<file path="src/design/lss3_pkg.sv">
// lss3_pkg: shared types and constants for the 3x3 least-squares solver
// no dependencies
package lss3_pkg;

   localparam int DATA_WIDTH_DEF = 32;
   localparam int FRAC_BITS_DEF  = 16;
   localparam int MAT_DEPTH      = 9;
   localparam int RHS_DEPTH      = 3;
   localparam int MAT_AW         = 4;
   localparam int RHS_AW         = 2;
   localparam int IDX_W          = 2;

   typedef struct packed {
      logic [IDX_W-1:0] row_index;
      logic signed [DATA_WIDTH_DEF-1:0] coeff_0;
      logic signed [DATA_WIDTH_DEF-1:0] coeff_1;
      logic signed [DATA_WIDTH_DEF-1:0] coeff_2;
      logic signed [DATA_WIDTH_DEF-1:0] rhs;
      logic last_row;
   } req_type;

   typedef struct packed {
      logic [IDX_W-1:0] solution_index;
      logic signed [DATA_WIDTH_DEF-1:0] solution_value;
      logic singular;
      logic last_result;
   } rsp_type;

   // divider control between sequencer and divider
   typedef struct packed {
      logic start;
      logic neg;
   } div_ctl_type;

endpackage

</file>
<file path="src/design/lss3_store.sv">
// lss3_store: coefficient and right-hand side memories, registered read
// depends on lss3_pkg
module lss3_store #(
   parameter int DATA_WIDTH = lss3_pkg::DATA_WIDTH_DEF
) (
   input  logic clock,
   input  logic wr_en,
   input  logic [lss3_pkg::RHS_AW-1:0] wr_row,
   input  logic [3*DATA_WIDTH-1:0] wr_coeffs,
   input  logic [DATA_WIDTH-1:0] wr_rhs,
   input  logic [lss3_pkg::MAT_AW-1:0] rd_mat_addr,
   input  logic [lss3_pkg::RHS_AW-1:0] rd_rhs_addr,
   output logic [DATA_WIDTH-1:0] rd_mat_data,
   output logic [DATA_WIDTH-1:0] rd_rhs_data
);
   import lss3_pkg::*;

   // one row wide so a row loads in one write
   logic [3*DATA_WIDTH-1:0] mat_mem [RHS_DEPTH];
   logic [DATA_WIDTH-1:0] rhs_mem [RHS_DEPTH];
   logic [3*DATA_WIDTH-1:0] mat_row_ff;
   logic [1:0] col_ff;
   logic [RHS_AW-1:0] mrow;
   logic [1:0] mcol;

   always_comb begin
      case (rd_mat_addr)
         4'd0: begin mrow = 2'd0; mcol = 2'd0; end
         4'd1: begin mrow = 2'd0; mcol = 2'd1; end
         4'd2: begin mrow = 2'd0; mcol = 2'd2; end
         4'd3: begin mrow = 2'd1; mcol = 2'd0; end
         4'd4: begin mrow = 2'd1; mcol = 2'd1; end
         4'd5: begin mrow = 2'd1; mcol = 2'd2; end
         4'd6: begin mrow = 2'd2; mcol = 2'd0; end
         4'd7: begin mrow = 2'd2; mcol = 2'd1; end
         default: begin mrow = 2'd2; mcol = 2'd2; end
      endcase
   end

   always_ff @(posedge clock) begin
      if (wr_en) begin
         mat_mem[wr_row] <= wr_coeffs;
         rhs_mem[wr_row] <= wr_rhs;
      end
      mat_row_ff  <= mat_mem[mrow];
      col_ff      <= mcol;
      rd_rhs_data <= rhs_mem[(rd_rhs_addr > 2'd2) ? 2'd2 : rd_rhs_addr];
   end

   always_comb begin
      case (col_ff)
         2'd0: rd_mat_data = mat_row_ff[3*DATA_WIDTH-1:2*DATA_WIDTH];
         2'd1: rd_mat_data = mat_row_ff[2*DATA_WIDTH-1:DATA_WIDTH];
         default: rd_mat_data = mat_row_ff[DATA_WIDTH-1:0];
      endcase
   end
endmodule

</file>
<file path="config.mk">
export PLATFORM = sky130hd
export DESIGN_NAME = lss3_store
export DESIGN_NICKNAME = d
export VERILOG_FILES = /design/src/design/lss3_pkg.sv /design/src/design/lss3_store.sv
export SDC_FILE = /design/constraint.sdc
export NUM_CORES = 1
export LEC_CHECK = 0
export BUFFER_PORTS_ARGS = -buffer_cell sky130_fd_sc_hd__buf_4
export CORE_ASPECT_RATIO = 0.9
export CORE_MARGIN = 4
export CORE_UTILIZATION = 56
export CTS_BUF_LIST = sky130_fd_sc_hd__clkbuf_8
export DETAILED_ROUTE_END_ITERATION = 8
export PLACE_DENSITY = 0.77
export SYNTH_ARGS = -nofsm -noshare
export SYNTH_HDL_FRONTEND = slang
export SYNTH_SLANG_ARGS = --single-unit
</file>
<file path="constraint.sdc">
create_clock -name clock -period 30.1 [get_ports clock]
set_input_delay 3.01 -clock clock [delete_from_list [all_inputs] [get_ports clock]]
set_output_delay 3.01 -clock clock [all_outputs]
set_load 0.01 [all_outputs]
</file>
# [Yosys cells after proc, flatten, opt, wreduce, memory -nomap -nowiden]
# Memory sizes are Yosys's and may differ from the RTL's. A register that Yosys moved wholly into a read port is not among the register bits.
# Index checks and enable logic that the tools add are counted.
[totals] output_inout_bits=64 latchBits=0 reg_bits=2 word_cells=12 inputBits=138 mem_count=3 rom_bits=32 mem_bits_rw=384
[memory_table] name="mat_mem" words=3 word_bits=96 rd=1 rd_clocked_by_memory_dff=1 wr=1 line_no="lss3_store.sv:19" source="logic [3*DATA_WIDTH-1:0] mat_mem [RHS_DEPTH];"
[memory_table] name="rhs_mem" words=3 word_bits=32 rd=1 rd_clocked_by_memory_dff=1 wr=1 line_no="lss3_store.sv:20" source="logic [DATA_WIDTH-1:0] rhs_mem [RHS_DEPTH];"
[memory_table] name="(no name shown)" words=8 word_bits=4 rd=1 rd_clocked_by_memory_dff=0 wr=0 line_no="lss3_store.sv:27" source="case (rd_mat_addr)"
[op_classes] n_shift=0 magnitude_cmp=1 mul=0 add_sub_neg=0 bitwise=0 n_div=0 muxes=5 n_reduce_logical=1 n_eq_ne=1
[op_table] cell="case mux 32 bit (2 select lines)" n=1
[op_table] cell="two-way mux 2 bit" n=2
[op_table] cell="== test 2 x 1 -> 1 bit (second input constant)" n=1
[op_table] cell="greater-than comparator 2 bit (second input constant)" n=1
[op_table] cell="logical NOT 2 bit" n=1
[op_table] cell="two-way mux 1 bit" n=2

# [Depth between registers and ports, before layout]
[depth] ltp_word=2 mapped_depth=6

# [Least setup slack after synthesis]
# Ideal clock, no wire load.
[synth_path] path_kind="input to register" startpoint="input wr_row[1] (netlist name)" endpoint="memory mat_mem[0][0] (netlist name), enable pin" path_buffers=0 cell_stages=1 arrival_time_ns=12.311 setup_time_ns=0.801 slack_ns=16.989 path_cell_list="nor3b_1"
[synth_lines] item="start, declared" line_no="lss3_store.sv:8" source="input logic [lss3_pkg::RHS_AW-1:0] wr_row,"
[synth_lines] item="end, declared" line_no="lss3_store.sv:19"
# Straight into the memory's write port.

# [Worst setup path after layout]
[layout_path] startpoint="register col_ff[0]" endpoint="output rd_mat_data[12]"
[layout_between] elab_chain_cells=2
[layout_rtl] item="start, declared" line_no="lss3_store.sv:22" source="logic [1:0] col_ff;"
[layout_rtl] item="start signal, assigned" line_no="lss3_store.sv:46" source="col_ff <= mcol;"
[layout_rtl] item="== test 2 x 1 -> 1 bit / logical NOT 2 bit (equally long branches)" line_no="lss3_store.sv:51" source="case (col_ff)"
[layout_rtl] item="case mux 32 bit (2 select lines) *" line_no="lss3_store.sv:51"
[layout_rtl] item="end, declared" line_no="lss3_store.sv:13" source="output logic [DATA_WIDTH-1:0] rd_mat_data,"
# Every way passes the cells marked *; elsewhere a longest branch is shown, timed or not.

==> metrics <==
Setup crit start=col_ff[0]; Post-synth top flop=edfxtp_1; Min Clock Period, post-route=5.23 ns; post-synth top area share=65.7%; Syn Nets=1203; total core area=30900 um^2; Top Ports=202; ANT nets after route=0; setup TNS=0 ns; number of flops mapped to enable cells by yosys=384; combinational family with the most area after synthesis=multiplexers; yosys warns=0; total setup buffers inserted after CTS=0; upper clock frequency limit=191 MHz; Clock Sinks=514; Fin. Hold Viols=0; CTS Hold Bufs=0; GPL Wtd Cong=0.788; Synth Area in Compound Gates=4.66%; Critical R2R Launch=mat_mem[0][76]; post-route cell area=20900 um^2; worst r2r path cells=2; vias in the first global route=9508; simple-gate share of the synthesized area=3.73%; worst-path cell chain=buf_4 > mux2i_1 > o21ai_1 > buf_4; port buffer count=201; CP Data Arrival Time=2.22 ns; Clock Skew=0.0118 ns; metal2 WL=16300 um; Power Dens Cells=69.4 nW/um^2; P&R area growth vs syn=19.0%; WL/cell=18.7 um; root buf cell=clkbuf_8; reg2reg setup slack=29.29 ns; dominant cells by area after synthesis=edfxtp_1 66%, dfxtp_1 15%, mux2i_1 9.2%, a21oi_1 2.7%, nor2_1 2.1%; period utilization=17.4%; Setup crit end=rd_mat_data[12]; delay of the slowest critical-path stage=0.51 ns; register area share after synthesis=80.5%; status=finished clean; most numerous cell in the Yosys netlist=edfxtp_1; library cells used by synthesis=22; CP Class=reg2out; r2r endpoint=mat_row_ff[76]; Slew @ Worst Pin=1.12 ns; final slew viol count=0; fin util=67.6%; final WL=33300 um; synthesized instance count=1062; cell accounting for the most synthesized area=edfxtp_1; # rows=61; CP Data Required Time=27.09 ns; initial antenna violation count=5; total CTS buffers=77; CP Capture Type=output port; Overflow after GRT=0; CTS tree=yes; Post-Synth XOR/XNOR Area=0%; Pleak=7.95 nW; Peak VDD IR=50.2 uV; post-DP HPWL=19800 um; RSZ-0062 raised after global routing=false; Top Family by Delay on Critical Path=buffers and inverters; global-route wire length before repair=50700 um; via count=9166; Syn Std Cell Area=17600 um^2; Layout Nets=1441; vias per inst=5.16; gr usage total=19.1%; final setup fails=0; Mean Syn Cell Area=16.5 um^2; worst skew pair latency=0.59 ns; post-synthesis async set-or-reset flop share=0%; Hold Slack=0.448 ns; htree depth=3; # DRC=0; stages on the worst setup path=4; clock slew at reported path FFs=0.06 ns; largest net degree at the start of global routing=110; die footprint=34300 um^2; slowest CP cell=buf_4; Synth Area in Adders=0.214%; Starting DRT DRC Count=454; M1 WL=13600 um; mux cell area share after synthesis=9.18%; startpoint type of the worst setup path=flip-flop; top sig layer=met5; PostCTS Resize Cnt=0; die width=195 um; DP Area=19400 um^2; Worst Hold Class=reg2reg; Most common cell on crit path=buf_4; # placed instances=1630; clock buffer depth=3; met3 WL=2540 um; peak fanout along the critical path=32; ratio of cells with drive above 1 in the final layout=23.9%; min-delay src=rhs_mem[2][28]; max cap viols=0; slew margin rel.=25.2%; total iterations of the first detailed-routing run=5; synth cell count leaders=384 x edfxtp_1, 161 x mux2i_1, 130 x dfxtp_1; Crit path buffers/inverters=2; #FFs+latches synth=514; fin cells=1776; Die Y-Extent=176 um; Initial Util=56.8%
==> through the flow <==
step	setup slack, ns	total power, mW
after detailed placement	24.37	0.936
final	24.87	1.45
after CTS	24.85	1.47
after floorplan	16.99	0.886
after global placement	24.45	0.931
after global routing	24.79	1.51
==> power breakdown <==
part | leakage, nW | internal [mW] | switching [mW] | total [mW]
Combinational | 2.43 | 0.0447 | 0.0583 | 0.103
Sequential | 4.62 | 0.806 | 0.0110 | 0.817
Clock | 0.899 | 0.283 | 0.249 | 0.532
Total | 7.95 | 1.13 | 0.318 | 1.45
==> worst min-delay path: stages, from the launching register on <==
cell and delay (ns):
edfxtp_1 0.32, nand2_1 0.05, o21ai_1 0.05
==> layer usage <==
metal  up-vias  global-route usage, %
li1       4416                      -
met1      4430                   24.0
met2       253                   31.4
met3        61                   6.45
met4         6                   7.26
met5         -                      0
==> area by class of cell <==
type | instances | area [um^2]
multi-input cells | 492 | 3140
clock inverters | 50 | 214
fillers | 2123 | 10000
inverters | 2 | 7.51
diodes | 2 | 5.00
clock buffers | 94 | 1290
repair buffers | 213 | 1600
well taps | 409 | 512
flip-flops and latches | 514 | 14100
==> flip-flops by register name (all words and copies together), names as in the netlist <==
signal and flops:
rhs_mem 96, rd_rhs_data 32, mat_row_ff 96, mat_mem 288, col_ff 2
==> layout by cell type (no fill, tap or decap), drive strengths merged, types with 2 or more instances in the layout <==
cell / count
mux2i: 161
nor2: 98
clkbuf: 94
ha: 3
nand2: 64
inv: 37
edfxtp: 384
o21ai: 64
dfxtp: 130
a21oi: 97
diode: 2
clkinv: 12
clkinvlp: 3
and3b: 2
buf: 213
==> kinds of logic after synthesis <==
logic type	after synthesis
mux	161
simple gates	166
fa+ha+maj	3
buf+inv	56
compound gates	162
flops	514
==> worst min-delay path by stage <==
stage                 endpoint  cells after the start  slack [ns]
2_1_floorplan   rd_rhs_data[0]                      2        0.43
3_3_place_gp   rd_rhs_data[20]                      2        0.43
3_5_place_dp    rd_rhs_data[2]                      2        0.44
4_1_cts        rd_rhs_data[11]                      2        0.45
5_1_grt         rd_rhs_data[2]                      2        0.47
6_report       rd_rhs_data[28]                      2        0.45
Power figures use the tool's default switching activity.
